**config.mk**
```make
export PLATFORM = sky130hd
export DESIGN_NAME = clebuf_key
export DESIGN_NICKNAME = d
export VERILOG_FILES = /design/src/design/clebuf_pkg.sv /design/src/design/clebuf_key.sv
export SDC_FILE = /design/constraint.sdc
export NUM_CORES = 1
export LEC_CHECK = 0
export BUFFER_PORTS_ARGS = -buffer_cell sky130_fd_sc_hd__buf_2
export CORE_AREA = 8 8 45 47
export DETAILED_ROUTE_END_ITERATION = 8
export DIE_AREA = 0 0 53 55
export GPL_ROUTABILITY_DRIVEN = 0
export SETUP_SLACK_MARGIN = 0.02
export SYNTH_ARGS = -nofsm -noshare
export SYNTH_HDL_FRONTEND = slang
export SYNTH_SLANG_ARGS = --single-unit
```
**constraint.sdc**
```tcl
create_clock -name clk -period 1.8 [get_ports clk]
set_clock_uncertainty 0.2 [all_clocks]
set_input_delay 0.09 -clock clk [delete_from_list [all_inputs] [get_ports clk]]
set_output_delay 0.09 -clock clk [all_outputs]
set_load 0.02 [all_outputs]
```
**src/design/clebuf_pkg.sv**
```systemverilog
// Shared types and key codes for the cursor line edit buffer.
`default_nettype none

package clebuf_pkg;

	localparam logic [1:0] OP_KEY   = 2'd0;
	localparam logic [1:0] OP_CLEAR = 2'd1;
	localparam logic [1:0] OP_READ  = 2'd2;

	localparam logic [7:0] KEY_ESC     = 8'h1B;
	localparam logic [7:0] KEY_DEL     = 8'h7F;
	localparam logic [7:0] KEY_BS      = 8'h08;
	localparam logic [7:0] KEY_CR      = 8'h0D;
	localparam logic [7:0] KEY_LF      = 8'h0A;
	localparam logic [7:0] KEY_BRACKET = 8'h5B;
	localparam logic [7:0] KEY_RIGHT   = 8'h43;
	localparam logic [7:0] KEY_LEFT    = 8'h44;
	localparam logic [7:0] PRINT_LOW   = 8'd32;
	localparam logic [7:0] PRINT_END   = 8'd127;

	typedef struct packed {
		logic [1:0] operation;
		logic [7:0] key_byte;
		logic [8:0] read_index;
	} request_t;

	typedef struct packed {
		logic [8:0] cursor_position;
		logic [8:0] char_count;
		logic [7:0] read_char;
		logic       changed;
		logic       dropped_full;
	} result_t;

	typedef enum logic [2:0] {
		ACT_NONE,
		ACT_CLEAR,
		ACT_READ,
		ACT_RIGHT,
		ACT_LEFT,
		ACT_DELETE,
		ACT_INSERT
	} action_t;

	// decoded request from the key parser to the edit sequencer
	typedef struct packed {
		action_t    act;
		logic [7:0] ch;
	} key_act_t;

	// per-request flags from the edit sequencer
	typedef struct packed {
		logic [7:0] rd_char;
		logic       changed;
		logic       full;
	} fin_t;

endpackage

`default_nettype wire

```
**src/design/clebuf_key.sv**
```systemverilog
// Key byte parser: escape sequence tracking and decode into edit actions.
`default_nettype none

module clebuf_key
	import clebuf_pkg::*;
(
	input  wire logic     clk,
	input  wire logic     arst_n,
	input  wire logic     go,
	input  wire request_t request,
	output key_act_t      act
);

	typedef enum logic [1:0] {
		PH_IDLE,
		PH_ESC,
		PH_CSI
	} phase_t;

	phase_t     phase_q;
	phase_t     phase_d;
	logic [7:0] k;

	assign k = request.key_byte;

	always_comb begin
		act.act = ACT_NONE;
		act.ch  = k;
		phase_d = PH_IDLE;
		case (request.operation)
			OP_KEY: begin
				case (phase_q)
					PH_ESC: begin
						phase_d = (k == KEY_BRACKET) ? PH_CSI : PH_IDLE;
					end
					PH_CSI: begin
						if (k == KEY_RIGHT) begin
							act.act = ACT_RIGHT;
						end else if (k == KEY_LEFT) begin
							act.act = ACT_LEFT;
						end
					end
					default: begin
						if (k == KEY_ESC) begin
							phase_d = PH_ESC;
						end else if (k == KEY_DEL || k == KEY_BS) begin
							act.act = ACT_DELETE;
						end else if (k == KEY_CR || k == KEY_LF) begin
							act.act = ACT_INSERT;
							act.ch  = KEY_LF;
						end else if (k >= PRINT_LOW && k < PRINT_END) begin
							act.act = ACT_INSERT;
						end
					end
				endcase
			end
			OP_CLEAR: act.act = ACT_CLEAR;
			OP_READ:  act.act = ACT_READ;
			default:  act.act = ACT_NONE;
		endcase
	end

	// escape phase only moves on key requests
	always_ff @(posedge clk or negedge arst_n) begin
		if (!arst_n) begin
			phase_q <= PH_IDLE;
		end else if (go && request.operation == OP_KEY) begin
			phase_q <= phase_d;
		end
	end

endmodule

`default_nettype wire

```
==> key figures, run 1 <==
Critical path
  – Critical path launch point type: flip-flop
  – Slowest Stage Delay on Critical Path: 0.39 ns
  – CP Data Required Time: 1.51 ns
  – Worst Setup SP: phase_q[0]
  – Crit-path slowest cell: dfrtp_1
  – Critical Path End Type: output port
  – Setup CP Type: reg2out
  – CP Max Fanout: 2
  – Reg2reg start: phase_q[1]
  – Arrival @ worst endpoint: 1.54 ns
  – Cell Chain, Critical Path: inv_2 -> ha_4 -> nor4bb_4 -> and3_4 -> a31oi_1 -> a21oi_2 -> buf_6

Drt
  – DRT Pass-1 Iters: 3
  – Vias per inst: 4.821
  – Post-DRT Antenna Nets: 0
  – Wire per inst: between 10 and 15 µm
  – # DRC: 0
  – Total routed wirelength: 1205 µm
  – Initial DRC Count: 8
  – Via count: 458

Global route
  – Initial antenna violation count: 0
  – Pin count of the biggest net entering global routing: 8
  – Total grt overflow: 0
  – First-pass GRT wire length: 1973 µm
  – Total track usage: 0.08788
  – Vias in the first global route: 477

Cells and area
  – Area growth syn-to-layout: 72.35%
  – Top reg by flops: phase_q
  – Most frequent cells in the layout: buf_2, nor2_1, nand2_1
  – Most common cell after layout, fill and taps aside: buf_2
  – Ant diodes: 0
  – FF+latch area: 50.05 µm²
  – Max reg flops: 2
  – Final cell count without fillers: 95
  – Fin nets: 105
  – # fillers: 155
  – Largest regs: phase_q (2)
  – Area taken by multi-input logic gates: roughly 340 µm²
  – Share of layout cells above drive strength 1: 0.5316

Run status
  – Status: finished, violations left
  – Failing checks: negative setup slack

Power
  – Leakage: 0.2890 nW
  – Final Total Pwr: between 0.2 and 0.25 mW
  – Power per standard cell area: just under 400 nW/µm²
  – Peak VDD IR: 125.9 µV

Clock tree
  – CTS tree: done
  – Clock sink total: 2
  – Clock root cell: clkbuf_4
  – Clk buf depth: 2
  – CTS clock-pin slew for the worst setup and hold paths: 0.03 ns
  – Worst skew pair latency: 0.22 ns
  – H-tree depth: 1
  – CTS Buf Count: 3

Floorplanning
  – Total die area: between 2000 and 3000 µm²
  – Die height: 55 µm
  – Cell Rows: 14
  – # IOs: 33
  – Starting Density: 0.2649
  – Die W: approximately 53 µm
  – Core ar.: around 1400 µm²

STA
  – Final setup vio count: 3
  – Max_slew headroom: 0.7855
  – Slew of the pin with the lowest slew margin: 0.3176 ns
  – Min cycle time layout: 1.826 ns
  – Fmax: approximately 550 MHz
  – Max-slew violations: 0
  – Post-route setup slack: -0.02591 ns
  – Worst hold margin: approximately 0.037 ns
  – RSZ-0062 raised after global routing: true
  – Final Hold Vio Count: 0
  – Tcrit/Tclk final: 1.014

Synth
  – Synth Instances: between 50 and 60
  – Post-synthesis cell area: between 300 and 400 µm²
  – Synth Register Bits: 2
  – Syn avg cell area: 7.050 µm²
  – Part of the Yosys area used for sequential elements: 0.1365
  – Post-synth cell types: 26
  – Mapped Nets: between 70 and 80
  – Ys Warns: 0

Placement
  – Port Buf Inserts: 23
  – Post-DP HPWL: 945.3 µm
  – Cells after DPL: 87

Hold path
  – Min-Delay Path Class: in2reg
  – Hold path startpoint: request[15]

Flow run
  – MaxCap Viol Count: 0
[logic make-up after synthesis]
group,Yosys count,share of synthesized area
adders and majority gates,2,0.06825
buffers and inverters,9,0.09214
and+or+nand+nor,29,0.4778
DFF,2,0.1365
AOI/OAI and AO/OA,10,0.2253
[cell usage after synthesis]
cell type  number  area (µm²)
nand2_2         2       12.51
nand2b_1        3       18.77
nor3b_1         1       7.510
and2_1          3       18.77
a21oi_1         1       5.000
o2111ai_1       1       8.760
a31oi_1         1       6.260
a21oi_2         1       8.760
o22ai_2         1       12.51
nand4_1         2       12.51
o21ai_0         1       5.000
nor3_1          1       5.000
nor4bb_1        1       10.01
inv_1           4       15.01
o41ai_1         1       8.760
and3b_1         2       17.52
and3_1          1       6.260
dfrtp_1         2       50.05
o2bb2ai_1       1       8.760
clkbuf_1        5       18.77
nor4_4          1       21.27
nand2_1         5       18.77
ha_1            2       25.02
o31a_1          1       8.760
o311a_1         1       10.01
nor2_1          7       26.28
[final timing paths]
| kind | to | cells after the start | slack [ns] |
|---|---|---|---|
| max | act[10] | 7 | -0.03 |
| min | phase_q[0] | 4 | 0.04 |
| max reg2reg | phase_q[1] | 3 | 0.29 |
| min reg2reg | phase_q[1] | 2 | 0.38 |
| max in group asynchronous | phase_q[1] | 3 | 0.74 |
| min in group asynchronous | phase_q[0] | 3 | 0.53 |
[critical path, delay by kind of cell, from the launching register on]
| kind | cells | cell delay [ns] |
|---|---|---|
| adders and majority gates | 1 | 0.11 |
| and+or+nand+nor | 2 | 0.39 |
| AOI/OAI and AO/OA | 2 | 0.22 |
| DFF | 1 | 0.39 |
| buffers and inverters | 2 | 0.20 |
[per-layer routing]
| metal | vias to the layer above | track usage | part of all wire |
|---|---|---|---|
| met5 | - | 0 | 0 |
| met4 | 0 | 0.03879 | 0 |
| met3 | 0 | 0.03209 | 0.051 |
| li1 | 238 | - | - |
| met2 | 9 | 0.1465 | 0.55 |
| met1 | 211 | 0.09848 | 0.40 |
[area by class of cell]
class                   count  area share
multi-input cells          41      0.5307
inverters                   4     0.02376
repair buffers             29      0.2990
well taps                  16     0.03168
flip-flops and latches      2     0.07921
clock buffers               3     0.03564
[power by group]
| group | leakage (nW) | internal [mW] | switching [mW] |
|---|---|---|---|
| registers | 0.0279 | 0.0454 | 0.0000969 |
| clock network | 0.0138 | 0.0733 | 0.0229 |
| logic | 0.247 | 0.0453 | 0.0595 |
| total | 0.289 | 0.164 | 0.0825 |
[what timing repair did]
item / in CTS / in global routing
hold buffers: 3 / 0
endpoints found under the setup margin: 5 / 6
buffers inserted: 1 / 1
hold endpoints to repair: 4 / 0
pin swaps: 2 / 2
gates resized for setup: 6 / 10
[through the flow]
stage / setup slack (ns) / utilization / TNS, ns / area (µm²)
4_1_cts: -0.07764 / 0.4114 / -0.1946 / 569.3
2_1_floorplan: 0.1610 / - / 0 / 366.6
5_1_grt: -0.1147 / 0.4566 / -0.2753 / 631.9
3_3_place_gp: 0.1069 / 0.3544 / 0 / 490.5
3_5_place_dp: 0.1122 / 0.3544 / 0 / 490.5
6_report: -0.02591 / 0.4566 / -0.06374 / 631.9
Power figures use the tool's default switching activity.
==> inputs of run 2 (changes only) <==
--- a/config.mk
+++ b/config.mk
@@ -6,10 +6,11 @@
 export NUM_CORES = 1
 export LEC_CHECK = 0
 export BUFFER_PORTS_ARGS = -buffer_cell sky130_fd_sc_hd__buf_2
-export CORE_AREA = 8 8 45 47
+export CORE_AREA = 2 2 39 41
 export DETAILED_ROUTE_END_ITERATION = 8
-export DIE_AREA = 0 0 53 55
+export DIE_AREA = 0 0 41 43
 export GPL_ROUTABILITY_DRIVEN = 0
+export PLACE_DENSITY_LB_ADDON = 0.1
 export SETUP_SLACK_MARGIN = 0.02
 export SYNTH_ARGS = -nofsm -noshare
 export SYNTH_HDL_FRONTEND = slang
==> key figures, run 2 (synthesized netlist as in run 1, its figures left out) <==
Cells and area
  – Ant diodes: 0
  – Post-layout util: 0.4512
  – # fillers: 146
  – Most common cell after layout, fill and taps aside: buf_2
  – Most frequent cells in the layout: buf_2, nor2_1, buf_4
  – Final cell count without fillers: 95
  – Final instance area: 624.3 µm²
  – Area taken by multi-input logic gates: 335.3 µm²
  – Top reg by flops: phase_q
  – Max reg flops: 2
  – Area growth syn-to-layout: 70.31%
  – Fin nets: 105
  – FF+latch area: 50.05 µm²
  – Largest regs: phase_q (2)
  – Share of layout cells above drive strength 1: 0.5316

Clock tree
  – CTS tree: done
  – Worst skew pair latency: 0.23 ns
  – Clock root cell: clkbuf_4
  – H-tree depth: 1
  – Clock sink total: 2
  – CTS clock-pin slew for the worst setup and hold paths: 0.03 ns
  – CTS Buf Count: 3
  – Clk buf depth: 2

STA
  – Worst hold margin: between 0.03 and 0.04 ns
  – Max-slew violations: 0
  – Setup TNS Final: -0.2290 ns
  – Post-route setup slack: -0.08129 ns
  – Final setup vio count: 3
  – Final Hold Vio Count: 0
  – RSZ-0062 raised after global routing: true
  – Fmax: 531.6 MHz
  – Tcrit/Tclk final: 1.045
  – Min cycle time layout: 1.881 ns
  – Slew of the pin with the lowest slew margin: 0.3156 ns
  – Max_slew headroom: 0.7894

Drt
  – Vias per inst: 4.947
  – Initial DRC Count: 6
  – DRT Pass-1 Iters: 4
  – Total routed wirelength: 1072 µm
  – Via count: 470
  – Post-DRT Antenna Nets: 0
  – # DRC: 0
  – Wire per inst: ~11 µm

Flow run
  – MaxCap Viol Count: 0

Power
  – Peak VDD IR: 87.24 µV
  – Leakage: 0.2864 nW
  – Power per standard cell area: 399.3 nW/µm²

Placement
  – Cells after DPL: a little under 90
  – Post-DP HPWL: 838.5 µm
  – Port Buf Inserts: 23
  – Post-DP Area: 490.5 µm²

Global route
  – Initial antenna violation count: 0
  – First-pass GRT wire length: 1587 µm
  – Pin count of the biggest net entering global routing: 8
  – Total grt overflow: 0
  – Total track usage: 0.1360
  – Vias in the first global route: 407

Critical path
  – CP Data Required Time: 1.51 ns
  – Cell Chain, Critical Path: inv_2 -> ha_4 -> nor4bb_4 -> and3_4 -> a31oi_2 -> a21oi_2 -> buf_4
  – Critical path launch point type: flip-flop
  – Arrival @ worst endpoint: 1.59 ns
  – Slowest Stage Delay on Critical Path: 0.38 ns
  – Setup CP Type: reg2out
  – Crit-path slowest cell: dfrtp_1
  – CP Max Fanout: 2
  – Critical Path End Type: output port

Floorplanning
  – # IOs: 33
  – Die height: 43 µm
  – Total die area: 1763 µm²
  – Starting Density: 0.2649
  – Die W: 41 µm
  – Core ar.: roughly 1400 µm²
  – Cell Rows: 14

Run status
  – Status: finished, violations left
  – Failing checks: negative setup slack

Hold path
  – Min-Delay Path Class: in2reg
-- run 2: cell count changes in the layout (fill, tap and decap cells not counted) --
cell and change:
a31oi_1 -1, o2bb2ai_1 +1, buf_4 +2, o2bb2ai_2 -1, a31oi_2 +1, buf_6 -2
-- run 2: repair_timing --
item | CTS | global route
hold endpoints to repair | 4 | 0
endpoints found under the setup margin | 5 | 6
cloned | 0 | 0
hold buffers | 3 | 0
pin swaps | 3 | 2
resized for setup | 6 | 9
buffers inserted | 1 | 1
-- run 2: layer usage --
metal,global-route usage,up-vias,routed length [µm]
li1,-,238,-
met1,0.1492,218,458
met2,0.2125,11,552
met3,0.03141,3,33
met4,0.1000,0,27
met5,0,-,0
-- run 2: layout make-up --
class,count,area share
Multi-Input combinational cell,41,0.5371
Timing Repair Buffer,29,0.2906
Sequential cell,2,0.08016
Clock buffer,3,0.03607
Tap cell,16,0.03206
Inverter,4,0.02405
-- run 2: report_power, final --
| part | total (mW) | switching, mW | internal, mW |
|---|---|---|---|
| Combinational | 0.102 | 0.0583 | 0.0432 |
| Clock | 0.102 | 0.0285 | 0.0737 |
| Sequential | 0.0455 | 0.0000890 | 0.0454 |
-- run 2: through the flow --
step | worst slack (ns) | power [mW]
finish | -0.08129 | 0.2493
global route | -0.1694 | 0.2655
CTS | -0.09257 | 0.2470
detailed placement | 0.07678 | 0.1333
global placement | 0.06758 | 0.1331
floorplan | 0.1610 | 0.09592
-- run 2: path summary, 6_finish.rpt --
check / start / depth (start not counted) / slack [ns] / endpoint
min in group asynchronous: arst_n / 3 / 0.52 / phase_q[0]
max in group asynchronous: arst_n / 3 / 0.76 / phase_q[1]
hold reg to reg: phase_q[0] / 3 / 0.42 / phase_q[0]
setup reg to reg: phase_q[0] / 4 / 0.34 / phase_q[1]
hold / removal: request[15] / 4 / 0.03 / phase_q[0]
setup / recovery: phase_q[0] / 7 / -0.08 / act[10]
-- run 2: worst max-delay path, delay by kind of cell, from the launching register on --
family / cells / cell delay, ns
AND/OR/NAND/NOR: 2 / 0.42
flip-flops: 1 / 0.38
buffers and inverters: 2 / 0.23
AO/OA/AOI/OAI: 2 / 0.20
adder cells (fa/ha/maj): 1 / 0.13
==> inputs of run 3 (changes only) <==
--- a/config.mk
+++ b/config.mk
@@ -6,9 +6,8 @@
 export NUM_CORES = 1
 export LEC_CHECK = 0
 export BUFFER_PORTS_ARGS = -buffer_cell sky130_fd_sc_hd__buf_2
-export CORE_AREA = 2 2 39 41
+export CORE_UTILIZATION = 27
 export DETAILED_ROUTE_END_ITERATION = 8
-export DIE_AREA = 0 0 41 43
 export GPL_ROUTABILITY_DRIVEN = 0
 export PLACE_DENSITY_LB_ADDON = 0.1
 export SETUP_SLACK_MARGIN = 0.02
==> constraint.sdc (replaced) <==
create_clock -name clk -period 2.39 [get_ports clk]
set_clock_uncertainty 0.2 [all_clocks]
set_input_delay 0.1195 -clock clk [delete_from_list [all_inputs] [get_ports clk]]
set_output_delay 0.1195 -clock clk [all_outputs]
set_load 0.02 [all_outputs]
==> key figures, run 3 (synthesized netlist as in run 1, its figures left out) <==
Critical path
  – Cell Chain, Critical Path: inv_1 -> ha_1 -> nor4bb_1 -> and3_1 -> a21oi_1 -> o2bb2ai_1 -> buf_2
  – CP Max Fanout: 3
  – Slowest Stage Delay on Critical Path: roughly 0.39 ns
  – Largest delay share family, worst path: simple AND/OR/NAND/NOR gates
  – R2R setup slack: 0.94 ns
  – Worst Setup SP: phase_q[0]
  – Stages on worst setup path: 7
  – Critical path launch point type: flip-flop
  – CP bufs+invs: 2
  – Setup CP Type: reg2out
  – Reg2reg start: phase_q[0]
  – Crit-path slowest cell: dfrtp_1
  – Path depth of the worst reg2reg path: 3
  – Arrival @ worst endpoint: 1.67 ns
  – CP Data Required Time: 2.07 ns
  – Critical Path End Type: output port
  – Worst Setup EP: act[9]
  – R2r endpoint: phase_q[1]

Power
  – Peak VDD IR: 222.5 µV
  – Sw Pwr: between 0.05 and 0.06 mW
  – Sw frac: 0.3368
  – Power per standard cell area: 335.6 nW/µm²
  – Clk network pwr share: 0.422
  – Sequential power share: 0.195
  – Combinational power share: 0.383
  – Final Total Pwr: 0.1755 mW
  – Leakage: 0.2452 nW
  – Internal: ~0.12 mW

Clock tree
  – CTS clock-pin slew for the worst setup and hold paths: 0.03 ns
  – H-tree depth: 1
  – Worst skew pair latency: 0.22 ns
  – CTS tree: done
  – Clk buf depth: 2
  – Clock root cell: clkbuf_4
  – CTS Buf Count: 3
  – Postcts setup bufs: 0
  – Clock sink total: 2

Floorplanning
  – Total die area: 1509 µm²
  – Starting Density: 0.3091
  – Cell Rows: 12
  – # IOs: 33
  – Die W: about 39 µm
  – Die height: 38.85 µm
  – Core ar.: around 1200 µm²

Cells and area
  – Most common cell after layout, fill and taps aside: buf_2
  – Top reg by flops: phase_q
  – Ant diodes: 0
  – Share of layout cells above drive strength 1: 0.4133
  – Most frequent cells in the layout: buf_2, nor2_1, nand2_1
  – Max reg flops: 2
  – Fin nets: 101
  – Area growth syn-to-layout: 42.66%
  – Largest regs: phase_q (2)
  – Final instance area: around 520 µm²

Placement
  – Port Buf Inserts: 23
  – Post-DP HPWL: 765.8 µm
  – Post-DP Area: 480.5 µm²
  – Setup WS pre-CTS: 0.6443 ns

Global route
  – Vias in the first global route: 399
  – First-pass GRT wire length: approximately 1600 µm
  – Total track usage: 0.1534
  – Pin count of the biggest net entering global routing: 8
  – Initial antenna violation count: 0
  – Total grt overflow: 0

STA
  – Max-slew violations: 0
  – Slew of the pin with the lowest slew margin: 0.3029 ns
  – Min cycle time layout: roughly 2 ns
  – RSZ-0062 raised after global routing: false
  – Post-route setup slack: 0.3979 ns
  – Fmax: about 500 MHz
  – Worst hold margin: 0.02697 ns
  – Tcrit/Tclk final: 0.8335
  – Max_slew headroom: 0.7955
  – Final Hold Vio Count: 0
  – Setup TNS Final: 0 ns
  – Final setup vio count: 0

Drt
  – DRT Pass-1 Iters: 3
  – Post-DRT Antenna Nets: 0
  – Vias per inst: around 4.8
  – Wire per inst: between 10 and 15 µm
  – Initial DRC Count: 14
  – Via count: approximately 430
  – Total routed wirelength: 954 µm
  – # DRC: 0

Hold path
  – Min-Delay Path Class: in2async

Flow run
  – MaxCap Viol Count: 0

Run status
  – Status: complete, no violations
## run 3: how the worst min path moves through the flow
stage,startpoint,endpoint,slack [ns],cells past startpoint
5_1_grt,arst_n,phase_q[1],0.03,2
6_report,arst_n,phase_q[1],0.03,2
4_1_cts,arst_n,phase_q[1],0.0004,2
3_5_place_dp,arst_n,phase_q[1],-0.29,1
2_1_floorplan,arst_n,phase_q[0],-0.38,0
3_3_place_gp,arst_n,phase_q[1],-0.30,1
## run 3: routing by layer
layer | track usage | up-vias | wire, µm
li1 | - | 230 | -
met1 | 0.2226 | 186 | 523
met2 | 0.2042 | 15 | 390
met3 | 0.03468 | 0 | 40
met4 | 0.07759 | 0 | 0
met5 | 0 | - | 0
## run 3: per-stage QoR
stage | instances | utilization
2_1_floorplan | 52 | -
3_3_place_gp | 84 | 0.4051
3_5_place_dp | 84 | 0.4051
4_1_cts | 89 | 0.4409
5_1_grt | 89 | 0.4409
6_report | 89 | 0.4409
## run 3: worst register-to-register path, delay by kind of cell (launching register included)
family | cells | cell delay (ns)
fa+ha+maj | 1 | 0.34
compound gates | 1 | 0.38
buf+inv | 1 | 0.05
flops | 1 | 0.36
## run 3: layout make-up
| class | count | area, µm² |
|---|---|---|
| well taps | 14 | 17.52 |
| multi-input cells | 41 | 282.8 |
| fillers | 133 | 663.1 |
| inverters | 4 | 15.01 |
| flip-flops and latches | 2 | 50.05 |
| clock buffers | 3 | 22.52 |
| repair buffers | 25 | 135.1 |
## run 3: power by group through the flow
stage	clock network (mW)	logic [mW]	registers, mW
floorplan	0	0.0376	0.0346
global placement	0	0.0649	0.0346
detailed placement	0	0.0648	0.0346
CTS	0.0787	0.0677	0.0343
global route	0.0815	0.0741	0.0343
finish	0.0740	0.0672	0.0343
## run 3: what timing repair did
action	in CTS	in global routing
endpoints found under the hold margin	3	0
gates resized for setup	0	0
hold buffers	2	0
